### config.mk
export PLATFORM = sky130hd
export DESIGN_NAME = chunk_directory_blob_validator
export DESIGN_NICKNAME = d
export VERILOG_FILES = /design/src/hdl/cdbv_pkg.sv /design/src/hdl/cdbv_parse.sv /design/src/hdl/chunk_directory_blob_validator.sv
export SDC_FILE = /design/constraint.sdc
export NUM_CORES = 2
export LEC_CHECK = 0
export ABC_AREA = 1
export ABC_CLOCK_PERIOD_IN_PS = 6700
export BUFFER_PORTS_ARGS = -buffer_cell sky130_fd_sc_hd__buf_2
export CAP_MARGIN = 5
export CORE_MARGIN = 1
export CORE_UTILIZATION = 25
export DETAILED_ROUTE_END_ITERATION = 12
export GPL_TIMING_DRIVEN = 0
export PLACE_DENSITY = 0.44
export SKIP_CTS_REPAIR_TIMING = 1
export SYNTH_ARGS = -nofsm -noshare
export SYNTH_HDL_FRONTEND = slang
export SYNTH_SLANG_ARGS = --single-unit
### constraint.sdc
create_clock -name clk -period 6.7 [get_ports clk]
set_input_delay 0.67 -clock clk [delete_from_list [all_inputs] [get_ports clk]]
set_output_delay 0.67 -clock clk [all_outputs]
set_load 0.01 [all_outputs]
### src/hdl/cdbv_pkg.sv
// ----------------------------------------------------------------------------
// cdbv_pkg: shared types and constants for the chunk directory blob validator
// Blob layout constants, status codes, config bundle and result beat layout.
// ----------------------------------------------------------------------------
package cdbv_pkg;

  localparam int unsigned HEADER_BYTES  = 16;
  localparam int unsigned ENTRY_BYTES   = 24;
  localparam int unsigned PAYLOAD_ALIGN = 32;  // power of two

  localparam int unsigned ENTRY_CW = $clog2(ENTRY_BYTES);
  localparam logic [63:0] ALIGN_MASK = 64'(PAYLOAD_ALIGN - 1);

  // "SKCB" read little-endian
  localparam logic [31:0] BLOB_MAGIC   = 32'h4243_4B53;
  localparam logic [15:0] BLOB_VERSION = 16'd1;

  // config register indexes
  localparam int unsigned CFG_IDX_W = 2;
  localparam logic [CFG_IDX_W-1:0] CFG_BLOB_SIZE  = 2'd0;
  localparam logic [CFG_IDX_W-1:0] CFG_CHUNK_BITS = 2'd1;
  localparam logic [CFG_IDX_W-1:0] CFG_MAX_CHUNKS = 2'd2;

  typedef enum logic [3:0] {
    ST_OK         = 4'd0,
    ST_SMALL      = 4'd1,
    ST_MAGIC      = 4'd2,
    ST_VERSION    = 4'd3,
    ST_CHUNK_BITS = 4'd4,
    ST_COUNT      = 4'd5,
    ST_TRAILING   = 4'd6,
    ST_DIRECTORY  = 4'd7,
    ST_UNSORTED   = 4'd8,
    ST_MISALIGNED = 4'd9,
    ST_PAYLOAD    = 4'd10,
    ST_LENGTH     = 4'd11
  } status_t;

  typedef enum logic {
    KIND_ENTRY = 1'b0,
    KIND_FINAL = 1'b1
  } kind_t;

  typedef struct packed {
    logic [31:0] blob_size;
    logic [5:0]  bit_width;
    logic [15:0] max_chunks;
  } cfg_t;

  typedef struct packed {
    kind_t       kind;
    status_t     status;
    logic [63:0] entry_key;
    logic [31:0] pay_ofs;
    logic [31:0] pay_len;
    logic [15:0] chunk_total;
  } result_t;

endpackage

### src/hdl/cdbv_parse.sv
// ----------------------------------------------------------------------------
// cdbv_parse: per-byte blob parser and checker
// Holds the blob state, assembles header and directory fields, runs checks.
// ----------------------------------------------------------------------------
module cdbv_parse (
  input  logic              clk,
  input  logic              rst_n,
  input  cdbv_pkg::cfg_t    cfg,
  input  logic              go,
  input  logic [7:0]        data_byte,
  input  logic              is_last,
  output logic              ent_v,
  output cdbv_pkg::result_t ent_res,
  output logic              fin_v,
  output cdbv_pkg::result_t fin_res
);
  import cdbv_pkg::*;

  localparam logic [3:0] POS_MAGIC_END   = 4'd3;
  localparam logic [3:0] POS_VERSION_END = 4'd5;
  localparam logic [3:0] POS_BITS_END    = 4'd7;
  localparam logic [3:0] POS_COUNT_END   = 4'd15;
  localparam logic [ENTRY_CW-1:0] OFF_ID_END   = ENTRY_CW'(7);
  localparam logic [ENTRY_CW-1:0] OFF_OFS_END  = ENTRY_CW'(15);
  localparam logic [ENTRY_CW-1:0] OFF_SIZE_END = ENTRY_CW'(ENTRY_BYTES - 1);

  logic [31:0]         p_r, p_nxt;
  logic [63:0]         acc_r, acc_nxt;
  logic [15:0]         hcount_r, hcount_nxt;
  logic [15:0]         eidx_r, eidx_nxt;
  logic [ENTRY_CW-1:0] eoff_r, eoff_nxt;
  logic [63:0]         eid_r, eid_nxt;
  logic [63:0]         eofs_r, eofs_nxt;
  logic [63:0]         prev_r, prev_nxt;
  status_t             err_r, err_nxt;

  logic        hdr_phase, dir_phase;
  logic [2:0]  hdr_k;
  logic [32:0] dir_end;
  logic [32:0] fed;
  logic [63:0] limit;
  status_t     fin_st;

  // little-endian field assembly: lane 0 restarts the field
  function automatic logic [63:0] put_byte(logic [63:0] acc, logic [2:0] k, logic [7:0] b);
    logic [63:0] r;
    if (k == 3'd0) begin
      r = {56'd0, b};
    end else begin
      r = acc | ({56'd0, b} << {k, 3'b000});
    end
    return r;
  endfunction

  assign hdr_phase = (p_r < 32'(HEADER_BYTES));
  assign dir_phase = (eidx_r < hcount_r);
  assign limit     = {32'd0, cfg.blob_size};
  assign dir_end   = 33'(HEADER_BYTES) + (33'(acc_nxt[15:0]) << 4) + (33'(acc_nxt[15:0]) << 3);
  assign fed       = {1'b0, p_r} + 33'd1;

  always_comb begin
    // byte index within the current header field
    if (p_r[3:2] == 2'b00) begin
      hdr_k = {1'b0, p_r[1:0]};
    end else if (p_r[3:1] == 3'b010) begin
      hdr_k = {2'b00, p_r[0]};
    end else if (p_r[3:1] == 3'b011) begin
      hdr_k = {2'b00, p_r[0]};
    end else begin
      hdr_k = p_r[2:0];
    end
  end

  always_comb begin
    p_nxt      = p_r;
    acc_nxt    = acc_r;
    hcount_nxt = hcount_r;
    eidx_nxt   = eidx_r;
    eoff_nxt   = eoff_r;
    eid_nxt    = eid_r;
    eofs_nxt   = eofs_r;
    prev_nxt   = prev_r;
    err_nxt    = err_r;
    fin_st     = ST_OK;
    ent_v      = 1'b0;
    fin_v      = 1'b0;
    ent_res    = '0;
    fin_res    = '0;

    if (err_r == ST_OK) begin
      if (hdr_phase) begin
        if (p_r[3:0] == 4'd0 && cfg.blob_size < 32'(HEADER_BYTES)) begin
          err_nxt = ST_SMALL;
        end else begin
          acc_nxt = put_byte(acc_r, hdr_k, data_byte);
          case (p_r[3:0])
            POS_MAGIC_END: begin
              if (acc_nxt[31:0] != BLOB_MAGIC) err_nxt = ST_MAGIC;
            end
            POS_VERSION_END: begin
              if (acc_nxt[15:0] != BLOB_VERSION) err_nxt = ST_VERSION;
            end
            POS_BITS_END: begin
              if (acc_nxt[15:0] != {10'd0, cfg.bit_width}) err_nxt = ST_CHUNK_BITS;
            end
            POS_COUNT_END: begin
              if (acc_nxt > {48'd0, cfg.max_chunks}) begin
                err_nxt = ST_COUNT;
              end else begin
                hcount_nxt = acc_nxt[15:0];
                if (acc_nxt[15:0] == 16'd0) begin
                  if (cfg.blob_size != 32'(HEADER_BYTES)) err_nxt = ST_TRAILING;
                end else if (dir_end > {1'b0, cfg.blob_size}) begin
                  err_nxt = ST_DIRECTORY;
                end
              end
            end
            default: ;
          endcase
        end
      end else if (dir_phase) begin
        acc_nxt  = put_byte(acc_r, eoff_r[2:0], data_byte);
        eoff_nxt = (eoff_r == OFF_SIZE_END) ? '0 : eoff_r + ENTRY_CW'(1);
        if (eoff_r == OFF_ID_END) begin
          eid_nxt = acc_nxt;
        end else if (eoff_r == OFF_OFS_END) begin
          eofs_nxt = acc_nxt;
        end else if (eoff_r == OFF_SIZE_END) begin
          if (eidx_r != 16'd0 && eid_r <= prev_r) begin
            err_nxt = ST_UNSORTED;
          end else begin
            prev_nxt = eid_r;
            if ((eofs_r & ALIGN_MASK) != 64'd0) begin
              err_nxt = ST_MISALIGNED;
            end else if (eofs_r > limit || acc_nxt > (limit - eofs_r)) begin
              err_nxt = ST_PAYLOAD;
            end
          end
          if (err_nxt == ST_OK) begin
            ent_v             = go;
            ent_res.kind      = KIND_ENTRY;
            ent_res.status    = ST_OK;
            ent_res.entry_key = eid_r;
            ent_res.pay_ofs   = eofs_r[31:0];
            ent_res.pay_len   = acc_nxt[31:0];
            eidx_nxt          = eidx_r + 16'd1;
          end
        end
      end
    end

    if (is_last) begin
      fin_st = err_nxt;
      if (fin_st == ST_OK) begin
        if (fed != {1'b0, cfg.blob_size} || fed < 33'(HEADER_BYTES) || eidx_nxt != hcount_nxt) begin
          fin_st = ST_LENGTH;
        end
      end
      fin_v               = go;
      fin_res.kind        = KIND_FINAL;
      fin_res.status      = fin_st;
      fin_res.chunk_total = hcount_nxt;
      // back to a clean slate for the next blob
      p_nxt      = '0;
      acc_nxt    = '0;
      hcount_nxt = '0;
      eidx_nxt   = '0;
      eoff_nxt   = '0;
      eid_nxt    = '0;
      eofs_nxt   = '0;
      prev_nxt   = '0;
      err_nxt    = ST_OK;
    end else if (p_r != '1) begin
      p_nxt = p_r + 32'd1;
    end
  end

  always_ff @(posedge clk) begin
    if (!rst_n) begin
      p_r      <= '0;
      acc_r    <= '0;
      hcount_r <= '0;
      eidx_r   <= '0;
      eoff_r   <= '0;
      eid_r    <= '0;
      eofs_r   <= '0;
      prev_r   <= '0;
      err_r    <= ST_OK;
    end else if (go) begin
      p_r      <= p_nxt;
      acc_r    <= acc_nxt;
      hcount_r <= hcount_nxt;
      eidx_r   <= eidx_nxt;
      eoff_r   <= eoff_nxt;
      eid_r    <= eid_nxt;
      eofs_r   <= eofs_nxt;
      prev_r   <= prev_nxt;
      err_r    <= err_nxt;
    end
  end

  a_eidx_bound: assert property (@(posedge clk) disable iff (!rst_n)
    eidx_r <= hcount_r)
    else $error("entry index ran past header count");

  a_clear_on_last: assert property (@(posedge clk) disable iff (!rst_n)
    go && is_last |=> p_r == 32'd0 && err_r == ST_OK && eidx_r == 16'd0)
    else $error("blob state not cleared after last beat");

endmodule

### src/hdl/chunk_directory_blob_validator.sv
// ----------------------------------------------------------------------------
// chunk_directory_blob_validator: streaming chunked-bitmap blob checker
// Byte-wide blob in, accepted directory entries and one final status out.
// ----------------------------------------------------------------------------
// Usage:
//   Input channel: one blob byte per beat (in_data_byte), in_is_last on the
//   final byte. Output channel: one beat per accepted directory entry
//   (item_kind 0) and one final status beat per blob (item_kind 1) with the
//   first error found, or ok, and the header chunk count.
//   Config: program blob_size (and optionally the chunk-bit and count limits)
//   through cfg_* while the block is idle, before each blob.
//   Path: an accepted byte waits in the input register and is parsed once
//   both result slots are free; its result beat is registered in r0 for out_*.
//   Throughput: one byte per cycle while out_stall is low. The last byte of
//   a blob that also closes a directory entry yields two beats; the final
//   waits in r1, and no further byte is parsed until r1 drains.
//   Stall: out_stall holds the result register; the input register keeps its
//   byte (or takes one if empty) and in_stall rises until the results drain.
//   Reset: synchronous, active low. Clears the blob state and both channels;
//   config returns to blob_size 0, chunk bits 16, max chunks 4096.
// ----------------------------------------------------------------------------
module chunk_directory_blob_validator (
  input  logic        clk,
  input  logic        rst_n,
  // config write port
  input  logic        cfg_wr_en,
  input  logic [1:0]  cfg_index,
  input  logic [31:0] cfg_wdata,
  // blob byte stream
  input  logic        in_valid,
  output logic        in_stall,
  input  logic [7:0]  in_data_byte,
  input  logic        in_is_last,
  // results
  output logic        out_valid,
  input  logic        out_stall,
  output logic        out_item_kind,
  output logic [3:0]  out_status,
  output logic [63:0] out_chunk_id,
  output logic [31:0] out_payload_offset,
  output logic [31:0] out_payload_size,
  output logic [15:0] out_chunk_total
);
  import cdbv_pkg::*;

  cfg_t        cfg_r;

  // input register
  logic        in_v_r, in_v_nxt;
  logic [7:0]  byte_r;
  logic        last_r;

  // result pair: r0 drives the port, r1 holds a second beat (always a final)
  logic        r0_v_r, r0_v_nxt;
  logic        r1_v_r, r1_v_nxt;
  result_t     r0_r, r0_nxt;
  result_t     r1_r, r1_nxt;

  logic        pop, go, in_acc;
  logic        ent_v, fin_v;
  result_t     ent_res, fin_res;

  // config registers
  always_ff @(posedge clk) begin
    if (!rst_n) begin
      cfg_r.blob_size  <= 32'd0;
      cfg_r.bit_width  <= 6'd16;
      cfg_r.max_chunks <= 16'd4096;
    end else if (cfg_wr_en) begin
      case (cfg_index)
        CFG_BLOB_SIZE:  cfg_r.blob_size  <= cfg_wdata;
        CFG_CHUNK_BITS: cfg_r.bit_width  <= cfg_wdata[5:0];
        CFG_MAX_CHUNKS: cfg_r.max_chunks <= cfg_wdata[15:0];
        default: ;
      endcase
    end
  end

  // parse the held byte once both result slots are free after this cycle's pop
  assign pop      = r0_v_r && !out_stall;
  assign go       = in_v_r && !r1_v_r && (!r0_v_r || pop);
  assign in_stall = in_v_r && !go;
  assign in_acc   = in_valid && !in_stall;

  always_comb begin
    in_v_nxt = in_v_r;
    if (in_acc) begin
      in_v_nxt = 1'b1;
    end else if (go) begin
      in_v_nxt = 1'b0;
    end
  end

  cdbv_parse u_parse (
    .clk       (clk),
    .rst_n     (rst_n),
    .cfg       (cfg_r),
    .go        (go),
    .data_byte (byte_r),
    .is_last   (last_r),
    .ent_v     (ent_v),
    .ent_res   (ent_res),
    .fin_v     (fin_v),
    .fin_res   (fin_res)
  );

  always_comb begin
    r0_v_nxt = r0_v_r;
    r1_v_nxt = r1_v_r;
    r0_nxt   = r0_r;
    r1_nxt   = r1_r;
    if (pop) begin
      r0_v_nxt = r1_v_r;
      r0_nxt   = r1_r;
      r1_v_nxt = 1'b0;
    end
    if (go) begin
      if (ent_v) begin
        // entry beat goes out first, the final waits in r1
        r0_v_nxt = 1'b1;
        r0_nxt   = ent_res;
        if (fin_v) begin
          r1_v_nxt = 1'b1;
          r1_nxt   = fin_res;
        end
      end else if (fin_v) begin
        r0_v_nxt = 1'b1;
        r0_nxt   = fin_res;
      end
    end
  end

  always_ff @(posedge clk) begin
    if (!rst_n) begin
      in_v_r <= 1'b0;
      r0_v_r <= 1'b0;
      r1_v_r <= 1'b0;
    end else begin
      in_v_r <= in_v_nxt;
      r0_v_r <= r0_v_nxt;
      r1_v_r <= r1_v_nxt;
    end
  end

  // payload, no reset
  always_ff @(posedge clk) begin
    if (in_acc) begin
      byte_r <= in_data_byte;
      last_r <= in_is_last;
    end
    r0_r <= r0_nxt;
    r1_r <= r1_nxt;
  end

  assign out_valid          = r0_v_r;
  assign out_item_kind      = r0_r.kind;
  assign out_status         = r0_r.status;
  assign out_chunk_id       = r0_r.entry_key;
  assign out_payload_offset = r0_r.pay_ofs;
  assign out_payload_size   = r0_r.pay_len;
  assign out_chunk_total    = r0_r.chunk_total;

  a_pair_order: assert property (@(posedge clk) disable iff (!rst_n)
    r1_v_r |-> r0_v_r)
    else $error("second result slot full while first is empty");

  a_pair_final: assert property (@(posedge clk) disable iff (!rst_n)
    r1_v_r |-> r1_r.kind == KIND_FINAL)
    else $error("second result slot holds an entry beat");

  a_entry_ok: assert property (@(posedge clk) disable iff (!rst_n)
    r0_v_r && r0_r.kind == KIND_ENTRY |-> r0_r.status == ST_OK)
    else $error("entry beat carries an error status");

  a_in_hold: assert property (@(posedge clk) disable iff (!rst_n)
    in_v_r && in_stall |=> in_v_r)
    else $error("held input byte dropped while stalled");

endmodule
==> impl_metrics.yaml <==
timing:
  hold_viol: 0
  fin_setup_tns_ns: -2.59
  max_freq_mhz: 139
  min_period_over_period: 1.07
  finalCriticalPeriod_ns: 7.19
  report.final.slew_viol_count: 0
  slew_headroom: 0.0942
  hold_slack_ns: 0.166
  clock_skew_ns: 0.0535
  setup_viol_count_final: 6
  rsz0062_at_grt: "yes"
  tightest_slew_ns: 1.36
  fin_ws_ns: -0.494
power_and_ir_drop:
  powerDensity_nw_per_um2: 233
  p_sw_frac: 0.333
  ir_drop_v: 0.000160
  p_comb_frac: 0.223
  seq_power_share: 0.359
  power_leakage_nw: 18.2
  internal_power_mw: 6.61
  p_switching_mw: 3.31
  p_clk_frac: 0.418
  finalPower_mw: 9.92
clock_tree:
  cts_tree: "built"
  clockRootBuffer: "clkbuf_16"
  htreeDepth: 3
  cts_made_buffers: 75
  cts.sinks: 565
  path_clk_slew_ns: 0.06
  cts_buffer_depth: 3
  insertion_delay_ns: 0.71
placed_design:
  dp_hpwl_um: 137000
  place_inst: 6937
  io_buffers: 197
  post-place-ws_ns: -2.59
  gp_congestion: 0.971
  place_area_sq_um: 38000
yosys:
  synth_fp_nets: 5226
  synth_area_sq_um: 34700
  synth_seq_cells: 565
  synth_edf_count: 30
  synthFlopType: "dfxtp_1"
  syn_inst: 4942
  synth_warnings: 0
  ys_seq_area_frac: 0.335
  syn_avg_cell_area_sq_um: 7.02
  synthArstFlopShare: 0
  synth_cell_types: 66
worst_setup_path:
  critPathLaunchType: "register"
  path_delay_family: "compound AO/OA/AOI/OAI gates"
  critPathArrivalTime_ns: 7.64
  cp_num_buf_inv: 10
  cp_data_required_time_ns: 7.14
  crit_path_top_delay_cell: "ha_1"
  critical_path.max_stage_delay_ns: 0.36
  cp_max_fo: 10
  crit_type: "reg2reg"
  cp-end-kind: "register"
global_routing:
  antenna_found_initial: 12
  grt_first_pass_wirelength_um: 242000
  grt_pass1_vias: 34000
  track_usage: 0.236
  overflow: 0
  grt_max_degree: 17
die:
  die_height_um: 374
  die_area_sq_um: 140000
  core_region_area_sq_um: 137000
  initial_core_util: 0.252
  die_w_um: 374
  io_pins: 199
  rows: 136
route:
  route.vias.total: 37000
  postRouteAntennaNets: 0
  vias_per_cell: 5.16
  wire_per_inst_um: 23.9
  totalWireLength_um: 172000
  first_iter_violations: 3688
  drc: 0
  firstDrtPassIters: 6
final_layout:
  final_util: 0.310
  final_cell_count_no_fill: 7176
  nFillCells: 15200
  seqCellArea_sq_um: 11700
  final_area_sq_um: 42600
  area_growth_pct: 22.9
  drive_gt1_frac: 0.146
  multiInputGateArea_sq_um: 20700
  nNetsFinal: 5597
hold_path:
  hold_path.class: "in2reg"
status:
  violations: "negative setup slack"
  status: "finished, violations left"
job:
  maxCapViolations: 0
-- power groups by stage --
stage / logic (mW) / registers [mW] / clock network, mW
after floorplan: 1.22 / 3.61 / 0
after global placement: 1.90 / 3.63 / 0
after detailed placement: 1.91 / 3.63 / 0
after CTS: 1.92 / 3.56 / 4.22
after global routing: 2.40 / 3.57 / 4.36
final: 2.21 / 3.57 / 4.15
-- kinds of logic after synthesis --
kind of cell	share of synthesized area
AOI/OAI and AO/OA	0.210
buffers and inverters	0.0979
xor gates and xnor gates	0.0319
adders and majority gates	0.0856
DFF	0.335
muxes	0.00195
and+or+nand+nor	0.237
-- path summary, 6_finish.rpt --
check | cells past startpoint | endpoint | startpoint | slack [ns]
worst max-delay path | 46 | r1_r[145] | u_parse.eoff_r[0] | -0.49
worst min-delay path | 1 | byte_r[1] | in_data_byte[1] | 0.17
worst max register to register | 46 | r1_r[145] | u_parse.eoff_r[0] | -0.49
worst min register to register | 2 | out_payload_offset[2] | out_payload_offset[2] | 0.45
-- layout by cell type (no fill, tap or decap), types with 122 or more instances in the layout --
master | synthesis | layout
o21ai_0 | 372 | 349
a21oi_1 | 530 | 510
ha_1 | 234 | 219
clkbuf_1 | 212 | 204
nand2_1 | 775 | 735
dfxtp_1 | 535 | 511
a211oi_1 | 125 | 122
nor2_1 | 511 | 492
nand3_1 | 289 | 270
inv_1 | 572 | 551
buf_2 | 29 | 210
-- layout make-up --
| class | instances | share of cell area |
|---|---|---|
| diodes | 9 | 0.000528 |
| plain buffers | 274 | 0.0328 |
| clock buffers | 108 | 0.0498 |
| clock inverters | 29 | 0.00901 |
| inverters | 596 | 0.0533 |
| multi-input cells | 3503 | 0.486 |
| flip-flops and latches | 565 | 0.273 |
| well taps | 1794 | 0.0527 |
| repair buffers | 298 | 0.0430 |
-- flip-flops by register name, summed over array words and instances (netlist names), 21 cells and up --
name                count
out_chunk_id           64
u_parse.prev_r         64
u_parse.eofs_r         64
u_parse.p_r            32
out_payload_size       32
out_payload_offset     32
u_parse.eid_r          64
u_parse.acc_r          64
cfg_r                  54
r1_r                   21
-- layer usage --
| metal | share of wire | vias to the layer above | track usage |
|---|---|---|---|
| met5 | 0.00016 | - | 0 |
| met4 | 0.036 | 4 | 0.0769 |
| met3 | 0.075 | 280 | 0.0440 |
| met2 | 0.43 | 1436 | 0.361 |
| met1 | 0.46 | 17700 | 0.329 |
| li1 | - | 17600 | - |
-- synth_stat cells (79+ instances only) --
cell | n | area, sq um
inv_1 | 572 | 2150
dfxtp_1 | 535 | 10700
nand4_1 | 119 | 744
clkbuf_1 | 212 | 796
a21oi_1 | 530 | 2650
nor3_1 | 87 | 435
nand3_1 | 289 | 1450
nor2_1 | 511 | 1920
o21ai_0 | 372 | 1860
xor2_1 | 79 | 692
ha_1 | 234 | 2930
nand2_1 | 775 | 2910
a211oi_1 | 125 | 938
No activity file was read; power rests on OpenSTA's default activity.
